===== config.mk =====
export PLATFORM = sky130hd
export DESIGN_NAME = rhct_hue
export DESIGN_NICKNAME = d
export VERILOG_FILES = /design/src/rtl/rgb_to_hsi_color_threshold_assert.svh /design/src/rtl/rhct_pkg.sv /design/src/rtl/rhct_hue.sv
export SDC_FILE = /design/constraint.sdc
export NUM_CORES = 1
export LEC_CHECK = 0
export BUFFER_PORTS_ARGS = -buffer_cell sky130_fd_sc_hd__clkbuf_2
export CAP_MARGIN = 25
export CORE_MARGIN = 1
export CORE_UTILIZATION = 55
export DETAILED_ROUTE_END_ITERATION = 8
export PLACE_DENSITY_LB_ADDON = 0.05
export SKIP_LAST_GASP = 1
export SLEW_MARGIN = 20
export SYNTH_ARGS = -nofsm -noshare
export SYNTH_HDL_FRONTEND = slang
export SYNTH_SLANG_ARGS = --single-unit

===== constraint.sdc =====
create_clock -name clk -period 12.5 [get_ports clk]
set_input_delay 1.875 -clock clk [delete_from_list [all_inputs] [get_ports clk]]
set_output_delay 1.875 -clock clk [all_outputs]
set_load 0.05 [all_outputs]

===== src/rtl/rgb_to_hsi_color_threshold_assert.svh =====
// Assertion macros for the HSI threshold block.
// Included by the top level; empty when SYNTHESIS is defined.
`ifndef RGB_TO_HSI_COLOR_THRESHOLD_ASSERT_SVH
`define RGB_TO_HSI_COLOR_THRESHOLD_ASSERT_SVH
`ifndef SYNTHESIS
`define RHCT_ASSERT_NOW(lbl, ante, cons) \
  lbl: assert property (@(posedge clk) disable iff (!rst_n) (ante) |-> (cons)) \
    else $error("rhct check failed");
`define RHCT_ASSERT_NXT(lbl, ante, cons) \
  lbl: assert property (@(posedge clk) disable iff (!rst_n) (ante) |=> (cons)) \
    else $error("rhct check failed");
`else
`define RHCT_ASSERT_NOW(lbl, ante, cons)
`define RHCT_ASSERT_NXT(lbl, ante, cons)
`endif
`endif


===== src/rtl/rhct_pkg.sv =====
// Shared types, constants and the arctangent table for the HSI block.
// No dependencies.
package rhct_pkg;
  localparam int ITER_DEF = 16;
  localparam int ITER_MAX = 24;
  localparam int CW       = 27;  // CORDIC x/y width, signed
  localparam int ZW       = 18;  // angle accumulator, signed Q14
  localparam int CFG_IW   = 3;
  localparam int CFG_DW   = 9;

  localparam logic [CFG_IW-1:0] REG_HUE_MIN = 3'd0;
  localparam logic [CFG_IW-1:0] REG_HUE_MAX = 3'd1;
  localparam logic [CFG_IW-1:0] REG_SAT_MIN = 3'd2;
  localparam logic [CFG_IW-1:0] REG_SAT_MAX = 3'd3;
  localparam logic [CFG_IW-1:0] REG_INT_MIN = 3'd4;
  localparam logic [CFG_IW-1:0] REG_INT_MAX = 3'd5;

  localparam logic [8:0]    HUE_MIN_RST = 9'd272;
  localparam logic [8:0]    HUE_MAX_RST = 9'd360;
  localparam logic [7:0]    SAT_MIN_RST = 8'd52;
  localparam logic [7:0]    SAT_MAX_RST = 8'd255;
  localparam logic [7:0]    INT_MIN_RST = 8'd25;
  localparam logic [7:0]    INT_MAX_RST = 8'd255;

  localparam logic [14:0]   SQRT3_Q14   = 15'd28378;
  localparam logic [ZW-1:0] HALF_PI_Q14 = 18'd25736;
  localparam logic [15:0]   PI_Q14      = 16'd51472;
  localparam logic [14:0]   HUE_SCALE   = 15'd25500;    // 255 * 100
  localparam logic [30:0]   FULL_M1     = 31'd10289151; // 628 * 2^14 - 1
  localparam logic [14:0]   RECIP_157   = 15'd26716;    // ceil(2^22 / 157)

  typedef struct packed {
    logic gray;
    logic bgt;   // blue above green: hue taken from the far side of the circle
  } hue_tag_t;

  function automatic logic [13:0] atan_q14(input logic [4:0] i);
    logic [13:0] v;
    case (i)
      5'd0:    v = 14'd12868;
      5'd1:    v = 14'd7596;
      5'd2:    v = 14'd4014;
      5'd3:    v = 14'd2037;
      5'd4:    v = 14'd1023;
      5'd5:    v = 14'd512;
      5'd6:    v = 14'd256;
      5'd7:    v = 14'd128;
      5'd8:    v = 14'd64;
      5'd9:    v = 14'd32;
      5'd10:   v = 14'd16;
      5'd11:   v = 14'd8;
      5'd12:   v = 14'd4;
      5'd13:   v = 14'd2;
      5'd14:   v = 14'd1;
      default: v = 14'd0;
    endcase
    return v;
  endfunction
endpackage


===== src/rtl/rhct_hue.sv =====
// Angle to hue byte: clamp, scale by 255/6.28 through two constant
// multiplies, fold for the far half. Three stages. Depends on rhct_pkg.
module rhct_hue (
  input  logic                          clk,
  input  logic                          en,
  input  logic signed [rhct_pkg::ZW-1:0] z_in,
  input  rhct_pkg::hue_tag_t             tag_in,
  input  logic [15:0]                   side_in,
  output logic [7:0]                    hue_out,
  output logic [15:0]                   side_out
);
  import rhct_pkg::*;

  logic [15:0] zc;
  logic [30:0] a_nxt, a_r;
  logic [29:0] p_r;
  hue_tag_t    t1_r, t2_r;
  logic [15:0] s1_r, s2_r, s3_r;
  logic [7:0]  c, hue_r, hue_nxt;

  always_comb begin
    if (z_in[ZW-1])
      zc = 16'd0;
    else if (z_in > $signed({2'b00, PI_Q14}))
      zc = PI_Q14;
    else
      zc = z_in[15:0];
    // far half needs the ceiling, so bias by full scale minus one
    a_nxt = 31'(zc) * 31'(HUE_SCALE) + (tag_in.bgt ? FULL_M1 : 31'd0);
  end

  assign c = p_r[29:22];
  always_comb begin
    if (t2_r.gray)
      hue_nxt = 8'd0;
    else if (t2_r.bgt)
      hue_nxt = 8'd255 - c;
    else
      hue_nxt = c;
  end

  always_ff @(posedge clk) begin
    if (en) begin
      a_r   <= a_nxt;
      t1_r  <= tag_in;
      s1_r  <= side_in;
      p_r   <= 30'(a_r[30:16]) * 30'(RECIP_157);  // /2^14 /4, then /157
      t2_r  <= t1_r;
      s2_r  <= s1_r;
      hue_r <= hue_nxt;
      s3_r  <= s2_r;
    end
  end

  assign hue_out  = hue_r;
  assign side_out = s3_r;
endmodule


# == Word-level counts from Yosys, hierarchy flattened ==
# Index checks and enable logic that the tools add are counted.
# word_totals
regBits,119
in_bits,38
out_inout_bits,24
word_cells,19
# op_classes
addsub,2
mul,2
order_cmp,1
mux,4
# op_table
operator,n
16-bit two-way mux,2
31-bit by 24-bit adder with 31-bit output,1
16-bit by 13-bit multiplier with 29-bit output (second input constant),1
15-bit by 13-bit multiplier with 28-bit output (second input constant),1
24-bit two-way mux,1
18-bit by 17-bit > comparator with 1-bit output (second input constant),1
8-bit two-way mux,1
8-bit subtractor (first input constant),1

# == Longest topological paths before layout ==
# logic_depth
depth_word,5
ltp_mapped,32
depth_no_buf,29

# == Worst setup path before layout ==
# No wires, ideal clock.
# synth_path
kind,input port to flip-flop
start,input port z_in[10] (netlist name)
end,register a_r[30] (data pin)
setup_time_ps,260
t_arrival_ps,8272
required_time_ps,12240
slack_ps,3968
stages,29
path_buffers,2
cell_sequence,o31a_1 o311ai_0 o2bb2ai_1 clkbuf_1 clkbuf_1 a21oi_1 ha_1 fa_1 inv_1 fa_1 inv_1 fa_1 inv_1 fa_1 inv_1 ha_1 nand3_1 o221a_4 o31ai_1 xor2_1 ha_1 and4_1 nand3_1 nor3_1 a211o_1 o211ai_4 o21ai_4 nand4_1 xnor2_1
# synth_via
elab_chain_cells,5
# synth_lines
item,line,rtl
start: declaration,rhct_hue.sv:6,"input logic signed [rhct_pkg::ZW-1:0] z_in,"
18-bit by 17-bit > comparator with 1-bit output,rhct_hue.sv:24,"else if (z_in > $signed({2'b00, PI_Q14}))"
16-bit two-way mux *,rhct_hue.sv:24,
16-bit two-way mux *,rhct_hue.sv:22,if (z_in[ZW-1])
16-bit by 13-bit multiplier with 29-bit output *,rhct_hue.sv:29,a_nxt = 31'(zc) * 31'(HUE_SCALE) + (tag_in.bgt ? FULL_M1 : 31'd0);
31-bit by 24-bit adder with 31-bit output *,rhct_hue.sv:29,
named net a_nxt[30],rhct_hue.sv:15,"logic [30:0] a_nxt, a_r;"
end signal: assignment,rhct_hue.sv:44,a_r <= a_nxt;
end: declaration,rhct_hue.sv:15,
# The timed path passes the listed nets; every way through them passes the cells marked *.
# A chain may end at the register's enable or synchronous reset.

# == Worst setup path after layout ==
# Same ends and word-level chain as after synthesis.

==> results.md <==
- Status: finished clean
- CP Data Required Time: 12.60 ns
- Number of buffers added on ports: 61
- Clock buffer depth: 2
- Hold Crit Depth: 0
- Slowest library cell on the worst path: fa_1
- Hold Crit Start: s2_r[0]
- Top cells by area, synth: edfxtp_1 23%, ha_1 23%, fa_1 23%
- Row count: 50
- Worst R2R Path Depth: 19
- Share of layout cells above drive strength 1: 9.48%
- R2R Setup Slk: 7.20 ns
- Core footprint: 19,000 um2
- First-pass GRT wire length: 33,700 um
- Final setup margin: 3.67 ns
- # diodes: 0
- IO Pins: 62
- Xor/xnor cell area share of the yosys netlist: 4.77%
- Fillers: 1,629
- Crit Reg-Reg Endpoint: p_r[29]
- Setup WS pre-CTS: 3.07 ns
- Vias in the first global route: 6,946
- Mux cell area share after synthesis: 0.0926%
- Post-synthesis compound-gate area fraction: 9.13%
- Final Cycle Share: 70.6%
- Pin count of the biggest net entering global routing: 84
- Maximum clock frequency: 113 MHz
- Global Route Usage Sum: 21.5%
- Post-synth top cells: 295 x inv_1, 198 x ha_1, 123 x fa_1
- Pre-antenna DRT Iters: 4
- # DRC: 0
- Yosys warnings: 0
- TritonCTS sink count: 83
- Synth top area share: 23.1%
- Global placement routability congestion: 0.916
- DPL Wire Length: 17,100 um
- Seq/Total Area, Yosys: 23.1%
- RR Startpoint: a_r[19]
- CTS Buf Count: 9
- DR vias: 6,921
- H-Tree Depth: 3
- Post-synth top area cell: edfxtp_1
- CP Data Arrival Time: 8.93 ns
- Max Slew Vio Count: 0
- Hold Path Sink: side_out[0]
- Flops & latches, synth: 83
- Post-CTS resize count: 0
- Crit. End Element: flop
- RSZ-0062 raised after global routing: no
- Ys flop type: edfxtp_1
- Root Driver: clkbuf_16
- Critical path class: input port to flop
- Slew @ Worst Pin: 0.580 ns
- Hold Slack: 0.413 ns
- Die height: 142 um
- Layout Cells excl Fill: 1,368
- CP startpoint kind: input port
- Post-Synth Simple-Gate Area: 6.64%
- Grt total ovfl: 0
- Initial antenna violation count: 0
- Initial drt markers: 265
- Fin Setup TNS: 0 ns
- Syn Area/Cell: 10.4 um2
- Die width: 142 um
- CP Max Fanout: 20
- TritonCTS clock tree: yes
- Combinational family with the most area after synthesis: adder cells
- Fin nets: 1,462
- Cells after DPL: 1,351
- # Max-Cap Violations: 0
- Final min period: 8.83 ns
- Min-delay worst type: flop to flop
- EDFF count, synth: 83
- Initial Util: 57.0%
- Post-CTS Setup Repair Bufs: 0
- Slew headroom: 61.1%
- Reg clk slew, reported paths: 0.07 ns
- DR WL/cell: 14.6 um
- ANT nets after route: 0
- Yosys cell types: 73
- Final Skew: 0.00811 ns
- Routed vias/inst: 5.06
- Post-Synthesis Cells: 1,039
- Routed wire length: 19,900 um
- Mapped Area: 10,800 um2
- Most common cell in the netlist: inv_1
- Syn-to-layout area delta: 8.61%
- Final number of hold-violating endpoints: 0
- Adder-Cell Fraction of Synth Area: 45.7%
- Die area: 20,200 um2
- Post-Syn Nets: 1,398
- Final count of negative-setup-slack endpoints: 0
- Hold_buf cts: 0
- Worst skew pair latency: 0.34 ns
- Ys async rst share: 0%
- CP max stage delay: 0.53 ns
## layer usage
| metal | share of wire [%] | vias to the layer above | wire length (um) | global-route usage, % |
|---|---|---|---|---|
| met3 | 1.6 | 22 | 327 | 1.92 |
| met5 | 0 | - | 0 | 0 |
| met2 | 51 | 84 | 10200 | 39.4 |
| met4 | 2.2 | 0 | 436 | 6.56 |
| li1 | - | 3516 | - | - |
| met1 | 45 | 3299 | 8970 | 26.7 |
## cell families after synthesis
kind of cell / after synthesis
adder cells (fa/ha/maj): 321
AO/OA/AOI/OAI: 134
multiplexers: 1
XOR/XNOR: 58
AND/OR/NAND/NOR: 138
flip-flops: 83
buffers and inverters: 304
## worst max path at each step
| stage | startpoint | endpoint | slack, ns |
|---|---|---|---|
| after floorplan | z_in[10] | a_r[30] | 3.97 |
| after global placement | z_in[1] | a_r[30] | 3.11 |
| after detailed placement | z_in[1] | a_r[30] | 3.07 |
| after CTS | z_in[1] | a_r[30] | 3.40 |
| after global routing | z_in[10] | a_r[29] | 3.13 |
| final | z_in[10] | a_r[30] | 3.67 |
## registers in the layout, indices dropped and copies added, names as in the netlist
name,flops
a_r,16
hue_out,8
p_r,8
s1_r,16
s2_r,16
side_out,16
t1_r,1
t2_r,2
## critical path, delay by kind of cell
| kind | cells | cell delay [ns] |
|---|---|---|
| fa+ha+maj | 7 | 3.03 |
| xor+xnor | 2 | 0.32 |
| buf+inv | 5 | 0.30 |
| simple gates | 6 | 0.78 |
| compound gates | 9 | 2.62 |
## cell usage in the layout, fill, tap and decap left out, types with 3 or more instances in the layout
master | synthesis | final
edfxtp_1 | 83 | 83
xnor2_1 | 39 | 39
a21o_1 | 13 | 13
o21bai_1 | 5 | 5
and3_1 | 7 | 7
nor3_1 | 13 | 13
o21ai_0 | 18 | 18
inv_1 | 295 | 295
nand4_1 | 7 | 7
ha_1 | 198 | 198
inv_6 | 0 | 3
or2_2 | 3 | 3
fa_1 | 123 | 123
o211a_1 | 3 | 3
xor2_1 | 18 | 18
o211ai_1 | 3 | 3
a31oi_1 | 3 | 3
o21ai_1 | 4 | 4
o21a_1 | 6 | 6
a211o_1 | 3 | 3
clkbuf_2 | 2 | 60
a211oi_1 | 7 | 7
nand2_1 | 32 | 32
and2_1 | 12 | 12
clkbuf_16 | 0 | 9
a21oi_1 | 33 | 33
nand3_1 | 15 | 15
nor2_1 | 29 | 29
## stage by stage
stage          area (um2)  util, %
5_1_grt             11700     61.9
2_1_floorplan       10800        -
3_5_place_dp        11400     60.2
3_3_place_gp        11400     60.2
6_report            11700     61.9
4_1_cts             11700     61.8
## final cells by class
| class | count | area [um2] | share of cell area (%) |
|---|---|---|---|
| multi-input combinational | 652 | 7180 | 61.1 |
| timing repair buffer | 62 | 335 | 2.86 |
| sequential | 83 | 2490 | 21.2 |
| tap | 260 | 325 | 2.77 |
| inverter | 295 | 1110 | 9.43 |
| clock inverter | 7 | 80.1 | 0.682 |
| clock buffer | 9 | 225 | 1.92 |
Power is not shown: default switching activity piles up to over one toggle a cycle in this logic, so the estimate is an artifact.
