`src/rtl/rgb_to_hsi_color_threshold_assert.svh`:
```
// Assertion macros for the HSI threshold block.
// Included by the top level; empty when SYNTHESIS is defined.
`ifndef RGB_TO_HSI_COLOR_THRESHOLD_ASSERT_SVH
`define RGB_TO_HSI_COLOR_THRESHOLD_ASSERT_SVH
`ifndef SYNTHESIS
`define RHCT_ASSERT_NOW(lbl, ante, cons) \
  lbl: assert property (@(posedge clk) disable iff (!rst_n) (ante) |-> (cons)) \
    else $error("rhct check failed");
`define RHCT_ASSERT_NXT(lbl, ante, cons) \
  lbl: assert property (@(posedge clk) disable iff (!rst_n) (ante) |=> (cons)) \
    else $error("rhct check failed");
`else
`define RHCT_ASSERT_NOW(lbl, ante, cons)
`define RHCT_ASSERT_NXT(lbl, ante, cons)
`endif
`endif

```
`src/rtl/rhct_pkg.sv`:
```
// Shared types, constants and the arctangent table for the HSI block.
// No dependencies.
package rhct_pkg;
  localparam int ITER_DEF = 16;
  localparam int ITER_MAX = 24;
  localparam int CW       = 27;  // CORDIC x/y width, signed
  localparam int ZW       = 18;  // angle accumulator, signed Q14
  localparam int CFG_IW   = 3;
  localparam int CFG_DW   = 9;

  localparam logic [CFG_IW-1:0] REG_HUE_MIN = 3'd0;
  localparam logic [CFG_IW-1:0] REG_HUE_MAX = 3'd1;
  localparam logic [CFG_IW-1:0] REG_SAT_MIN = 3'd2;
  localparam logic [CFG_IW-1:0] REG_SAT_MAX = 3'd3;
  localparam logic [CFG_IW-1:0] REG_INT_MIN = 3'd4;
  localparam logic [CFG_IW-1:0] REG_INT_MAX = 3'd5;

  localparam logic [8:0]    HUE_MIN_RST = 9'd272;
  localparam logic [8:0]    HUE_MAX_RST = 9'd360;
  localparam logic [7:0]    SAT_MIN_RST = 8'd52;
  localparam logic [7:0]    SAT_MAX_RST = 8'd255;
  localparam logic [7:0]    INT_MIN_RST = 8'd25;
  localparam logic [7:0]    INT_MAX_RST = 8'd255;

  localparam logic [14:0]   SQRT3_Q14   = 15'd28378;
  localparam logic [ZW-1:0] HALF_PI_Q14 = 18'd25736;
  localparam logic [15:0]   PI_Q14      = 16'd51472;
  localparam logic [14:0]   HUE_SCALE   = 15'd25500;    // 255 * 100
  localparam logic [30:0]   FULL_M1     = 31'd10289151; // 628 * 2^14 - 1
  localparam logic [14:0]   RECIP_157   = 15'd26716;    // ceil(2^22 / 157)

  typedef struct packed {
    logic gray;
    logic bgt;   // blue above green: hue taken from the far side of the circle
  } hue_tag_t;

  function automatic logic [13:0] atan_q14(input logic [4:0] i);
    logic [13:0] v;
    case (i)
      5'd0:    v = 14'd12868;
      5'd1:    v = 14'd7596;
      5'd2:    v = 14'd4014;
      5'd3:    v = 14'd2037;
      5'd4:    v = 14'd1023;
      5'd5:    v = 14'd512;
      5'd6:    v = 14'd256;
      5'd7:    v = 14'd128;
      5'd8:    v = 14'd64;
      5'd9:    v = 14'd32;
      5'd10:   v = 14'd16;
      5'd11:   v = 14'd8;
      5'd12:   v = 14'd4;
      5'd13:   v = 14'd2;
      5'd14:   v = 14'd1;
      default: v = 14'd0;
    endcase
    return v;
  endfunction
endpackage

```
`src/rtl/rhct_cordic.sv`:
```
// Vectoring CORDIC, one register stage per iteration.
// Depends on rhct_pkg.
module rhct_cordic #(
  parameter int ITER = rhct_pkg::ITER_DEF
) (
  input  logic                          clk,
  input  logic                          en,
  input  logic signed [rhct_pkg::CW-1:0] x_in,
  input  logic signed [rhct_pkg::CW-1:0] y_in,
  input  logic signed [rhct_pkg::ZW-1:0] z_in,
  input  rhct_pkg::hue_tag_t             tag_in,
  output logic signed [rhct_pkg::ZW-1:0] z_out,
  output rhct_pkg::hue_tag_t             tag_out
);
  import rhct_pkg::*;

  logic signed [CW-1:0] x_r   [ITER];
  logic signed [CW-1:0] y_r   [ITER];
  logic signed [ZW-1:0] z_r   [ITER];
  hue_tag_t             tag_r [ITER];

  for (genvar s = 0; s < ITER; s++) begin : g_stage
    logic signed [CW-1:0] xs, ys, x_nxt, y_nxt;
    logic signed [ZW-1:0] zs, z_nxt, da;
    hue_tag_t             ts;
    if (s == 0) begin : g_src0
      assign xs = x_in;
      assign ys = y_in;
      assign zs = z_in;
      assign ts = tag_in;
    end else begin : g_srcn
      assign xs = x_r[s-1];
      assign ys = y_r[s-1];
      assign zs = z_r[s-1];
      assign ts = tag_r[s-1];
    end
    assign da = $signed({{(ZW-14){1'b0}}, atan_q14(5'(s))});
    always_comb begin
      if (!ys[CW-1]) begin
        x_nxt = xs + (ys >>> s);
        y_nxt = ys - (xs >>> s);
        z_nxt = zs + da;
      end else begin
        x_nxt = xs - (ys >>> s);
        y_nxt = ys + (xs >>> s);
        z_nxt = zs - da;
      end
    end
    always_ff @(posedge clk) begin
      if (en) begin
        x_r[s]   <= x_nxt;
        y_r[s]   <= y_nxt;
        z_r[s]   <= z_nxt;
        tag_r[s] <= ts;
      end
    end
  end

  assign z_out   = z_r[ITER-1];
  assign tag_out = tag_r[ITER-1];
endmodule

```
`config.mk`:
```
export PLATFORM = sky130hd
export DESIGN_NAME = rhct_cordic
export DESIGN_NICKNAME = d
export VERILOG_FILES = /design/src/rtl/rgb_to_hsi_color_threshold_assert.svh /design/src/rtl/rhct_pkg.sv /design/src/rtl/rhct_cordic.sv
export SDC_FILE = /design/constraint.sdc
export NUM_CORES = 2
export LEC_CHECK = 0
export BUFFER_PORTS_ARGS = -buffer_cell sky130_fd_sc_hd__buf_2
export CAP_MARGIN = 20
export CORE_AREA = 2 2 360 362
export DETAILED_ROUTE_END_ITERATION = 8
export DIE_AREA = 0 0 362 364
export GPL_ROUTABILITY_DRIVEN = 0
export GPL_TIMING_DRIVEN = 0
export PLACE_DENSITY = 0.84
export SLEW_MARGIN = 0
export SYNTH_ARGS = -nofsm -noshare
export SYNTH_HDL_FRONTEND = slang
export SYNTH_SLANG_ARGS = --single-unit
```
`constraint.sdc`:
```
create_clock -name clk -period 6.31 [get_ports clk]
set_clock_uncertainty 0.15 [all_clocks]
set_input_delay 1.262 -clock clk [delete_from_list [all_inputs] [get_ports clk]]
set_output_delay 1.262 -clock clk [all_outputs]
set_load 0.1 [all_outputs]
```
* After elaboration in Yosys (flattened, before gate mapping) *
Memories as Yosys holds them, arrays and structs flattened.
Cells that the tools add are included.

cells by class
  $add $sub $neg = 93
  $mul = 0
  div/mod/pow operators = 0
  magnitude comparators = 0
  eq/ne operators = 0
  shifts and indexed selects = 0
  multiplexer cells = 49
  bitwise gates (word level) = 0
  reduce and logical (&&, ||, !) cells = 0

operators by type and width
  kind              number
  $mux W27          32
  $mux W18          15
  $add A27 B12 Y27  2
  $add A27 B13 Y27  2
  $add A27 B14 Y27  2
  $add A27 B15 Y27  2
  $add A27 B16 Y27  2
  $add A27 B17 Y27  2
  $add A27 B18 Y27  2
  $add A27 B19 Y27  2
  $add A27 B20 Y27  2
  $add A27 B21 Y27  2
  $add A27 B22 Y27  2
  $add A27 B23 Y27  2
  $add A27 B24 Y27  2
  $add A27 B25 Y27  2
  $add A27 B26 Y27  2
  $sub A27 B12 Y27  2
  $sub A27 B13 Y27  2
  $sub A27 B14 Y27  2
  $sub A27 B15 Y27  2
  $sub A27 B16 Y27  2
  $sub A27 B17 Y27  2
  $sub A27 B18 Y27  2
  other kinds (39)  51

word-level totals
  bits in registers = 0
  latch bits = 0
  memory bits (writable) = 1184
  memory bits (read-only) = 0
  input port bits = 76
  word-level logic and storage cells = 146
  memories kept = 4

memory list
  name   words  width  read ports  clocked after Yosys merged registers in  write ports  RTL line           RTL
  x_r    16     27     15          0                                        16           rhct_cordic.sv:17  logic signed [CW-1:0] x_r [ITER];
  y_r    16     27     15          0                                        16           rhct_cordic.sv:18  logic signed [CW-1:0] y_r [ITER];
  z_r    16     18     16          0                                        16           rhct_cordic.sv:19  logic signed [ZW-1:0] z_r [ITER];
  tag_r  16     2      16          0                                        16           rhct_cordic.sv:20  hue_tag_t tag_r [ITER];

* Logic depth before layout (Yosys ltp) *
An unclocked memory read counts as a cell.

  depth after elaboration = 3
  gate-level depth with buffers = 20
  mapped depth without buffers = 20

* Worst setup path before layout *
Ideal clock, no wire load.

  path type = register -> register
  from = memory x_r[8][13], in the netlist x_r[1][13]
  to = memory y_r[9][26], in the netlist y_r[1][53] (data pin)
  data arrival time = 3.939 ns
  required time = 5.896 ns
  path slack = 1.958 ns
  stages on the path, launching flop included = 18
  path buffers = 0
  clock period less this slack = 4.352 ns
  cell sequence = edfxtp_1 -> or3_1 -> nor2_1 -> and2_1 -> nor3b_1 -> a21oi_1 -> xor2_1 -> ha_1 -> a21o_1 -> a21oi_1 -> nor2_1 -> or4_1 -> a311o_1 -> a31oi_1 -> nor2_1 -> o31ai_1 -> a21oi_1 -> xor2_1

RTL lines
  what             RTL line
  start, declared  rhct_cordic.sv:17
  end, declared    rhct_cordic.sv:18

==> metrics.txt <==
Synth Net Count slightly below 10,000; reg2reg end y_r[0][53]$_DFFE_PP_; Die Area 132,000 um^2; TritonCTS Buffers between 100 and 150; sum of negative setup slack 0 ps; CP endpoint kind register; area grow syn2layout 7.82%; routed length per instance ~20 um; Avg Inst Size Synth 9.69 um^2; final net count 9,867; total grt overflow 0; Ant. Diodes 0; final wirelength ~210,000 um; mux contribution to synthesized area 0.671%; Yosys top cell area share 36.6%; worst r2r path cells 16; Hold Buf Count CTS 0; GRT Util Overall 30.4%; Post-synth EDFFs 1,009; Max Fclk 0.174 GHz; CTS tree built; critical path class register to register; largest cells by area after synthesis edfxtp_1, ha_1, xnor2_1; Critical Path Max Stage Delay 810 ps; Synth Flop Type edfxtp_1; failing checks DRC; largest family of logic cells by synthesized area compound AO/OA/AOI/OAI gates; Sink Count 1,009; Final ANT Viol Nets 0; Final Hold Fails 0; vias 67,600; Die Height roughly 360 um; outcome finished with violations; I/O pin cnt 96; asr flop ratio synth 0%; Setup violations, final 0; Top cell by count, worst path buf_1; xor and xnor area share after synthesis 12.8%; post-cts sizing count 0; worst path cell trace clkbuf_1 > buf_1 > buf_1 > nor2_1 > xnor2_1 > ha_1 > or3_4 > or2_0 > o22a_2 > a31oi_4 > o21ai_2 > a221o_1 > and4_4 > a2111oi_4 > a21oi_2 > xor2_1; worst-margin pin slew 1050 ps; antenna violations before repair 3; crit path to y_r[0][53]$_DFFE_PP_; Layout Cell Area excl Fill 89,300 um^2; post-synthesis sequential area ratio 36.6%; fin crit period around 5800 ps; via-per-instance ratio 6.42; Worst R2R Start y_r[0][26]$_DFFE_PP_; Worst Hold Class register to register; Max Cap Violations 0; area post-placement 85,600 um^2; setup ws final 553 ps; worst slack, placed approximately 540 ps; layout cell share with drive strength beyond 1 around 4.1%; Die Wd 362 um; Critical Path RT ~6700 ps; Post-Synthesis Cell Area 82,800 um^2; CP Data Arrival Time 6110 ps; Cell variety after synth 99; Compound-Gate Fraction of Synth Area 17.8%; reg-to-reg slack, setup 550 ps; pin count of the biggest net entering global routing about 140; Yosys warning total 0; core box area 128,000 um^2; Initial Utilization ~65%; Slew Limit Fails 0; crit path from y_r[0][26]$_DFFE_PP_; Synth Area in Adders 15.9%; Rel. slew slack between 20% and 30%; slowest CP cell edfxtp_1; hold_ws 247 ps; port bufs 95; first-pass GRT wire length 327,000 um; Worst Path Max Fanout 10; post-CTS setup buffers 0; Syn Inst Count 8,545; top cell type by total area after synthesis edfxtp_1; Initial DRC Count 6,957; DPL Wire Length 159,000 um; clock slew seen by the registers of the worst setup and hold paths 70 ps; H-Tree Depth 3; Final period util 91.2%; Clk Latency, worst-skew pair 760 ps; simple-gate share of the synthesized area a little over an eighth; Pre-antenna DRT Iters 9; CP startpoint kind register; clk buf depth 3; Root Driver clkbuf_16; Yosys reg bits 1,009; number of global-route vias before repair 64,400; RSZ-0062 raised after global routing no; DRC 1; row count 132
## cells in the final DEF (no fill, tap or decap), types with 55 or more instances in the layout
cell type  netlist  final
nand3_1        130    130
a211oi_1        67     67
nor2_1         861    861
buf_2            2     97
edfxtp_1      1009   1009
nor4_1          64     64
ha_1           989    989
xor2_1         401    401
nand2_1        354    354
a21o_1         314    314
a31oi_1        110    110
and3_1          84     84
nor3_1         254    254
clkbuf_16        0    108
clkbuf_1        99    113
o21a_1         124    124
nor2b_1        141    141
nand4_1         55     55
a21oi_1        858    858
xnor2_1        813    813
inv_1          439    439
o21ai_0        312    312
o21ai_1        106    106
nand2b_1       125    125
o21bai_1        96     96
## synthesized netlist by cell type, types with 18 or more instances
cell type,instances
a41oi_1,20
nor2b_1,141
o211ai_1,26
mux2i_1,24
nand2b_1,125
a31oi_1,110
nand4_1,55
nor3b_1,23
and2_1,46
or3_1,51
buf_1,30
nand3b_1,22
inv_1,439
o31a_1,23
edfxtp_1,1009
nand2_1,354
ha_1,989
o41ai_1,33
o21ai_1,106
o21a_1,124
nor2_1,861
xnor2_1,813
a211oi_1,67
nand3_1,130
and4_1,18
a21o_1,314
clkbuf_1,99
nor4_1,64
or4_1,23
a211o_1,27
o21bai_1,96
or2_2,25
mux2_2,27
and3_1,84
xor2_1,401
fa_1,41
a21oi_1,858
nor3_1,254
o21ai_0,312
o31ai_1,28
## worst max-delay path: cells and delay by family, from the launching register on
family,cells,cell delay [ps]
and+or+nand+nor,4,970
xor gates and xnor gates,2,370
adders and majority gates,1,220
buffers and inverters,3,1510
AOI/OAI and AO/OA,6,1480
DFF,1,810
## cells by family after synthesis
group,after synthesis
buf+inv,576
compound gates,2342
fa+ha+maj,1030
flops,1009
mux,52
simple gates,2322
xor+xnor,1214
## worst min path at each step
stage	startpoint	end	slack [ps]	depth (start not counted)
floorplan	tag_r[0][0]$_DFFE_PP_	tag_r[0][2]$_DFFE_PP_	250	0
global placement	tag_r[4][0]$_DFFE_PP_	tag_r[4][2]$_DFFE_PP_	250	0
detailed placement	z_r[2][1]$_DFFE_PP_	z_r[2][19]$_DFFE_PP_	250	0
CTS	tag_r[2][3]$_DFFE_PP_	tag_r[3][1]$_DFFE_PP_	230	0
global route	tag_r[2][3]$_DFFE_PP_	tag_r[3][1]$_DFFE_PP_	250	0
finish	tag_r[2][3]$_DFFE_PP_	tag_r[3][1]$_DFFE_PP_	250	0
## state kept, by name, indices dropped and copies added (netlist names)
register and count:
z_r 288, tag_r 32, x_r 338, y_r 351
## per-layer routing
layer	global-route usage, %	part of all wire (%)
met5	0	0.0063
met2	51.7	48
met1	37.9	40
met4	13.3	4.5
met3	5.39	8.2
## through the flow
stage               instances  util (%)
floorplan                8545         -
global placement        10300      66.5
detailed placement      10300      66.7
CTS                     10500      69.6
global route            10500      69.6
finish                  10500      69.6
## cell type report
cell class / count / area, um^2
Buffer: 131 / 494
Clock buffer: 122 / 2760
Clock inverter: 76 / 903
Fill cell: 9088 / 39000
Inverter: 445 / 1670
Multi-Input combinational cell: 6960 / 50400
Sequential cell: 1009 / 30300
Tap cell: 1675 / 2100
Timing Repair Buffer: 106 / 726
Power is not shown: default switching activity piles up to over one toggle a cycle in this logic, so the estimate is an artifact.
