$ cat src/rtl/rgb_to_hsi_color_threshold_assert.svh
// Assertion macros for the HSI threshold block.
// Included by the top level; empty when SYNTHESIS is defined.
`ifndef RGB_TO_HSI_COLOR_THRESHOLD_ASSERT_SVH
`define RGB_TO_HSI_COLOR_THRESHOLD_ASSERT_SVH
`ifndef SYNTHESIS
`define RHCT_ASSERT_NOW(lbl, ante, cons) \
  lbl: assert property (@(posedge clk) disable iff (!rst_n) (ante) |-> (cons)) \
    else $error("rhct check failed");
`define RHCT_ASSERT_NXT(lbl, ante, cons) \
  lbl: assert property (@(posedge clk) disable iff (!rst_n) (ante) |=> (cons)) \
    else $error("rhct check failed");
`else
`define RHCT_ASSERT_NOW(lbl, ante, cons)
`define RHCT_ASSERT_NXT(lbl, ante, cons)
`endif
`endif

$ cat src/rtl/rhct_pkg.sv
// Shared types, constants and the arctangent table for the HSI block.
// No dependencies.
package rhct_pkg;
  localparam int ITER_DEF = 16;
  localparam int ITER_MAX = 24;
  localparam int CW       = 27;  // CORDIC x/y width, signed
  localparam int ZW       = 18;  // angle accumulator, signed Q14
  localparam int CFG_IW   = 3;
  localparam int CFG_DW   = 9;

  localparam logic [CFG_IW-1:0] REG_HUE_MIN = 3'd0;
  localparam logic [CFG_IW-1:0] REG_HUE_MAX = 3'd1;
  localparam logic [CFG_IW-1:0] REG_SAT_MIN = 3'd2;
  localparam logic [CFG_IW-1:0] REG_SAT_MAX = 3'd3;
  localparam logic [CFG_IW-1:0] REG_INT_MIN = 3'd4;
  localparam logic [CFG_IW-1:0] REG_INT_MAX = 3'd5;

  localparam logic [8:0]    HUE_MIN_RST = 9'd272;
  localparam logic [8:0]    HUE_MAX_RST = 9'd360;
  localparam logic [7:0]    SAT_MIN_RST = 8'd52;
  localparam logic [7:0]    SAT_MAX_RST = 8'd255;
  localparam logic [7:0]    INT_MIN_RST = 8'd25;
  localparam logic [7:0]    INT_MAX_RST = 8'd255;

  localparam logic [14:0]   SQRT3_Q14   = 15'd28378;
  localparam logic [ZW-1:0] HALF_PI_Q14 = 18'd25736;
  localparam logic [15:0]   PI_Q14      = 16'd51472;
  localparam logic [14:0]   HUE_SCALE   = 15'd25500;    // 255 * 100
  localparam logic [30:0]   FULL_M1     = 31'd10289151; // 628 * 2^14 - 1
  localparam logic [14:0]   RECIP_157   = 15'd26716;    // ceil(2^22 / 157)

  typedef struct packed {
    logic gray;
    logic bgt;   // blue above green: hue taken from the far side of the circle
  } hue_tag_t;

  function automatic logic [13:0] atan_q14(input logic [4:0] i);
    logic [13:0] v;
    case (i)
      5'd0:    v = 14'd12868;
      5'd1:    v = 14'd7596;
      5'd2:    v = 14'd4014;
      5'd3:    v = 14'd2037;
      5'd4:    v = 14'd1023;
      5'd5:    v = 14'd512;
      5'd6:    v = 14'd256;
      5'd7:    v = 14'd128;
      5'd8:    v = 14'd64;
      5'd9:    v = 14'd32;
      5'd10:   v = 14'd16;
      5'd11:   v = 14'd8;
      5'd12:   v = 14'd4;
      5'd13:   v = 14'd2;
      5'd14:   v = 14'd1;
      default: v = 14'd0;
    endcase
    return v;
  endfunction
endpackage

$ cat src/rtl/rhct_satdiv.sv
// Pipelined restoring divider for saturation, one quotient bit a stage,
// padded to DEPTH stages so it lines up with the CORDIC. Depends on rhct_pkg.
module rhct_satdiv #(
  parameter int DEPTH = rhct_pkg::ITER_DEF
) (
  input  logic        clk,
  input  logic        en,
  input  logic [17:0] num_in,
  input  logic [9:0]  den_in,
  input  logic [7:0]  side_in,
  output logic [7:0]  quo_out,
  output logic [7:0]  side_out
);
  import rhct_pkg::*;

  logic [17:0] rem_r  [DEPTH];
  logic [9:0]  den_r  [DEPTH];
  logic [7:0]  quo_r  [DEPTH];
  logic [7:0]  side_r [DEPTH];

  for (genvar s = 0; s < DEPTH; s++) begin : g_stage
    logic [17:0] rs, rem_nxt;
    logic [9:0]  ds;
    logic [7:0]  qs, sd, quo_nxt;
    if (s == 0) begin : g_src0
      assign rs = num_in;
      assign ds = den_in;
      assign qs = 8'd0;
      assign sd = side_in;
    end else begin : g_srcn
      assign rs = rem_r[s-1];
      assign ds = den_r[s-1];
      assign qs = quo_r[s-1];
      assign sd = side_r[s-1];
    end
    if (s < 8) begin : g_div
      logic [17:0] trial;
      assign trial = 18'(ds) << (7 - s);
      always_comb begin
        rem_nxt = rs;
        quo_nxt = qs;
        if (rs >= trial) begin
          rem_nxt         = rs - trial;
          quo_nxt[7 - s]  = 1'b1;
        end
      end
    end else begin : g_hold
      assign rem_nxt = rs;
      assign quo_nxt = qs;
    end
    always_ff @(posedge clk) begin
      if (en) begin
        rem_r[s]  <= rem_nxt;
        den_r[s]  <= ds;
        quo_r[s]  <= quo_nxt;
        side_r[s] <= sd;
      end
    end
  end

  assign quo_out  = quo_r[DEPTH-1];
  assign side_out = side_r[DEPTH-1];
endmodule

$ cat config.mk
export PLATFORM = sky130hd
export DESIGN_NAME = rhct_satdiv
export DESIGN_NICKNAME = d
export VERILOG_FILES = /design/src/rtl/rgb_to_hsi_color_threshold_assert.svh /design/src/rtl/rhct_pkg.sv /design/src/rtl/rhct_satdiv.sv
export SDC_FILE = /design/constraint.sdc
export NUM_CORES = 1
export LEC_CHECK = 0
export ABC_AREA = 1
export BUFFER_PORTS_ARGS = -buffer_cell sky130_fd_sc_hd__buf_2
export CAP_MARGIN = 25
export CORE_MARGIN = 2
export CORE_UTILIZATION = 55
export DETAILED_ROUTE_END_ITERATION = 7
export PLACE_DENSITY_LB_ADDON = 0.12
export SLEW_MARGIN = 20
export SYNTH_ARGS = -nofsm -noshare
export SYNTH_HDL_FRONTEND = slang
export SYNTH_SLANG_ARGS = --single-unit
$ cat constraint.sdc
create_clock -name clk -period 2.3 [get_ports clk]
set_input_delay 0 -clock clk [delete_from_list [all_inputs] [get_ports clk]]
set_output_delay 0 -clock clk [all_outputs]
set_load 0.1 [all_outputs]
== Word level (Yosys, flattened, before mapping) ==
Memory sizes are Yosys's and may differ from the RTL's.
Cells that the tools add are included.
Widths: inputs -> output; s select.
Cells by class
  equality and inequality tests: 0
  divide/modulo/power cells: 0
  bitwise operators: 0
  shift operators: 0
  magnitude comparators: 8
  add/subtract/negate cells: 8
  mux-type cells: 18
  multipliers: 0
  reduce and logical (&&, ||, !) cells: 0
Operators by type and width (count)
  $mux 18: 8
  $ge 18x10->1: 1
  $ge 18x11->1: 1
  $ge 18x12->1: 1
  $ge 18x13->1: 1
  $ge 18x14->1: 1
  $ge 18x15->1: 1
  $ge 18x16->1: 1
  $ge 18x17->1: 1
  $sub 18x10->18: 1
  $sub 18x11->18: 1
  $sub 18x12->18: 1
  $sub 18x13->18: 1
  $sub 18x14->18: 1
  $sub 18x15->18: 1
  $sub 18x16->18: 1
  $sub 18x17->18: 1
  $mux 1: 10
Word-level totals
  memory bits (read-only): 0
  register bits: 0
  output and inout bits: 16
  bits in writable memories: 704
  bits in latches: 0
  input bits: 38
  memories: 4
Memories
  rem_r: words 16, width 18, read ports 15, clocked after memory_dff 0, write ports 16, line rhct_satdiv.sv:16  | logic [17:0] rem_r [DEPTH];
  den_r: words 16, width 10, read ports 15, clocked after memory_dff 0, write ports 16, line rhct_satdiv.sv:17  | logic [9:0] den_r [DEPTH];
  quo_r: words 16, width 8, read ports 16, clocked after memory_dff 0, write ports 16, line rhct_satdiv.sv:18  | logic [7:0] quo_r [DEPTH];
  side_r: words 16, width 8, read ports 16, clocked after memory_dff 0, write ports 16, line rhct_satdiv.sv:19  | logic [7:0] side_r [DEPTH];

== Longest topological paths before layout ==
An unclocked memory read counts as a cell.
  depth after elaboration: 3
  depth in mapped cells: 14

== Worst setup path before layout ==
OpenSTA, ideal clock, no wires.
  path type: reg-to-reg
  start point: mem rem_r[4][2] (netlist: rem_r[0][74])
  end point: mem rem_r[5][13] (netlist: rem_r[0][103]) (data pin)
  cell stages (with the launch flop): 14
  arrival: 1714 ps
  required time: 2046 ps
  path slack: 332 ps
  period minus slack after synthesis: 1968 ps
  cell sequence: edfxtp_1 -> inv_1 -> ha_1 -> inv_1 -> fa_1 -> nand3_1 -> nand2_1 -> nand3_1 -> nand2_1 -> nand2_2 -> nand2_4 -> inv_4 -> buf_12 -> a21oi_2
RTL lines (line)
  start, declared: rhct_satdiv.sv:16

==> flow_summary.json <==
{
  "crit_chain": "ha_1, nand2_2, inv_1, a21oi_1, nand2_1, a21oi_1, nand2_1, buf_4, nand2_1, nand2_1",
  "cts_buffer_depth": 3,
  "power_density_nw_per_um2": 1030,
  "clock-root-buffer": "clkbuf_16",
  "ir_drop_mv": 0.698,
  "placed_area_um2": 20500,
  "overflow": 0,
  "power_switching_share": 0.317,
  "cts.htree.levels": 2,
  "drt_iter0_markers": 577,
  "setup_ws_ps": 131,
  "slowest_delay_ps": 420,
  "final.min_clock_period_ps": 2170,
  "final.setup.tns_ps": 0,
  "r2r_cells": 10,
  "required_ps": 2590,
  "multi_input_area_um2": 5750,
  "worstMarginPinSlew_ps": 491,
  "clk_pin_slew_ps": 60,
  "netlist.area_leader.share": 0.653,
  "hold_start": "side_in[7]",
  "grt_usage": 0.220,
  "power_frac_comb": 0.262,
  "min_path_cells": 2,
  "start_util": 0.562,
  "fmax_mhz": 461,
  "drc": 0,
  "leakagePower_uw": 0.00963,
  "drive_gt1_frac": 0.109,
  "hold_viol_final": 0,
  "final_max_slew_viol_count": 0,
  "r2r_end": "rem_r[0][79]$_DFFE_PP_",
  "dp_hpwl_um": 28800,
  "ys_seq_area_frac": 0.653,
  "wl_per_cell_um": 16.2,
  "pre_cts_ws_ps": -140,
  "regArea_um2": 12700,
  "r2r-start": "rem_r[0][63]$_DFFE_PP_",
  "clockPowerShare": 0.285,
  "yosys_warnings": 0,
  "arrival_ps": 2460,
  "post-route-util": 0.644,
  "critPathSlowestCell": "edfxtp_1",
  "synthTopCellsByArea": "edfxtp_1 65%, nand2_1 10%, ha_1 5.1%",
  "p_int_uw": 15700,
  "syn_nets": 1888,
  "die_width_um": 192,
  "routed_via_density": 5.13,
  "numPortBuffers": 53,
  "cp-start-kind": "register",
  "setup_violations": 0,
  "max_cap_viol_count": 0,
  "syn2layout_area_growth_pct": 14.7,
  "routabilityCongestion": 0.885,
  "grt_pass1_wl_um": 62200,
  "clk_latency_ps": 550,
  "fin_hold_ws_ps": 167,
  "grt_max_degree": 70,
  "num_io_pins": 54,
  "pwr-share-seq": 0.454,
  "final_antenna_net_count": 0,
  "rows": 68,
  "fp.dieArea_um2": 37000,
  "status": "completed",
  "design_area_um2": 22400,
  "crit_top_cell": "nand2_1",
  "rsz0062_at_grt": "yes",
  "netlist_instances": 1763,
  "max_slew_margin": 0.675,
  "hp-class": "in2reg",
  "vias": 12400,
  "layout.nets": 2046,
  "netlist_area_um2": 19500,
  "synth.distinct_cells": 42,
  "end_kind": "register",
  "antenna_found_initial": 0,
  "die_h_um": 192,
  "worstHoldEndpoint": "side_r[0][7]$_DFFE_PP_",
  "cts_sinks": 424,
  "cts_tree": "done",
  "grt_pass1_vias": 12300,
  "path_class": "reg2reg",
  "p_sw_uw": 7290,
  "post-route-period-util": 0.943,
  "firstDrtPassIters": 4,
  "wl_um": 39100,
  "synth-seq-cells": 424,
  "reg2reg_setup_slack_ps": 130,
  "nFillCells": 2748,
  "core_area_um2": 34700,
  "critPathMaxFanout": 7,
  "clock_skew_ps": 29.0,
  "yosys.area.top_type": "edfxtp_1",
  "n_antenna_cell": 0,
  "cts_buffers": 43,
  "avgSynthCellArea_um2": 11.1
}
layout by cell type, fill, tap and decap left out, types with 3 or more instances in the layout:
cell and instances:
a21oi_1 56, a21oi_2 8, and3_1 4, buf_12 4, buf_2 52, buf_4 34
clkbuf_1 5, clkbuf_16 44, clkinv_1 11, clkinv_2 8, clkinvlp_4 3, dlygate4sd3_1 37
edfxtp_1 424, fa_1 5, ha_1 78, inv_1 254, inv_2 4, inv_6 3
nand2_1 532, nand2_2 12, nand3_1 78, nand3_2 3, nand3_4 4, nand3b_1 16
nand4_1 41, nor2_1 109, nor2_2 6, nor2_4 3, nor3_1 16, o21ai_0 19
o21bai_1 3, or2_2 6, xnor2_1 9, xor2_1 34
per-layer routing:
| metal | vias to the layer above | routed length, um | part of all wire | global-route usage |
|---|---|---|---|---|
| met1 | 5834 | 16300 | 0.42 | 0.261 |
| met4 | 0 | 1320 | 0.034 | 0.0863 |
| li1 | 6227 | - | - | - |
| met3 | 79 | 1230 | 0.031 | 0.0298 |
| met5 | - | 0 | 0 | 0 |
| met2 | 215 | 20300 | 0.52 | 0.403 |
Yosys cell counts, drive strengths merged:
cell and count:
a21boi 1, a21o 2, a21oi 65, and2 2, and3 4, and3b 1
buf 17, edfxtp 424, fa 7, ha 80, inv 259, nand2 546
nand3 84, nand3b 16, nand4 42, nor2 118, nor3 16, nor4 3
o2111ai 1, o21a 2, o21ai 21, o21bai 3, or2 6, xnor2 9
xor2 34
logic make-up (layout without fill, tap and decap cells):
family / after synthesis / count (layout) / synth area share
adders and majority gates: 87 / 87 / 0.0585
AOI/OAI and AO/OA: 95 / 95 / 0.0278
DFF: 424 / 424 / 0.653
and+or+nand+nor: 838 / 839 / 0.184
buffers and inverters: 276 / 467 / 0.0572
xor gates and xnor gates: 43 / 43 / 0.0193
cell type report:
class                   instances  area share
clock buffers                  49      0.0501
clock inverters                30      0.0100
inverters                     259      0.0438
multi-input cells            1064       0.257
flip-flops and latches        424       0.569
well taps                     455      0.0255
repair buffers                128      0.0439
repair inverters                1    0.000280
stage by stage:
step	total power [uW]	cells
after global placement	16400	2290
after floorplan	14700	1763
after CTS	23200	2407
after detailed placement	16500	2290
final	23000	2410
after global routing	24500	2410
worst max path at each step:
stage | slack [ps] | startpoint | depth (start not counted) | to
after CTS | 30 | rem_r[0][6]$_DFFE_PP_ | 10 | rem_r[0][32]$_DFFE_PP_
after detailed placement | -140 | rem_r[0][6]$_DFFE_PP_ | 10 | rem_r[0][32]$_DFFE_PP_
after floorplan | 330 | rem_r[0][74]$_DFFE_PP_ | 13 | rem_r[0][103]$_DFFE_PP_
after global routing | -6 | den_r[0][25]$_DFFE_PP_ | 10 | rem_r[0][70]$_DFFE_PP_
final | 130 | rem_r[0][63]$_DFFE_PP_ | 10 | rem_r[0][79]$_DFFE_PP_
after global placement | -140 | rem_r[0][6]$_DFFE_PP_ | 10 | rem_r[0][32]$_DFFE_PP_
state kept, by name (all words and copies together), names as in the netlist:
| register | cells |
|---|---|
| rem_r | 126 |
| den_r | 70 |
| quo_r | 100 |
| side_r | 128 |
critical path: cells and delay by family (launching register included):
kind / cells / cell delay (ps)
AOI/OAI and AO/OA: 2 / 380
adders and majority gates: 1 / 380
buffers and inverters: 2 / 240
DFF: 1 / 420
and+or+nand+nor: 5 / 510
timing repair:
item,CTS,global route
pin swaps,0,2
cloned,1,1
gates resized for setup,6,16
endpoints found under the hold margin,81,0
setup buffers,0,2
setup endpoints to repair,26,54
hold buffers,37,0
power groups by stage:
stage,clock network [uW],registers (uW),logic [uW]
after global placement,0,10600,5810
after CTS,6730,10500,5960
after detailed placement,0,10600,5890
after global routing,7020,10500,6890
after floorplan,0,10400,4250
final,6560,10400,6030
Note: power is estimated with default switching activity, not from simulation.
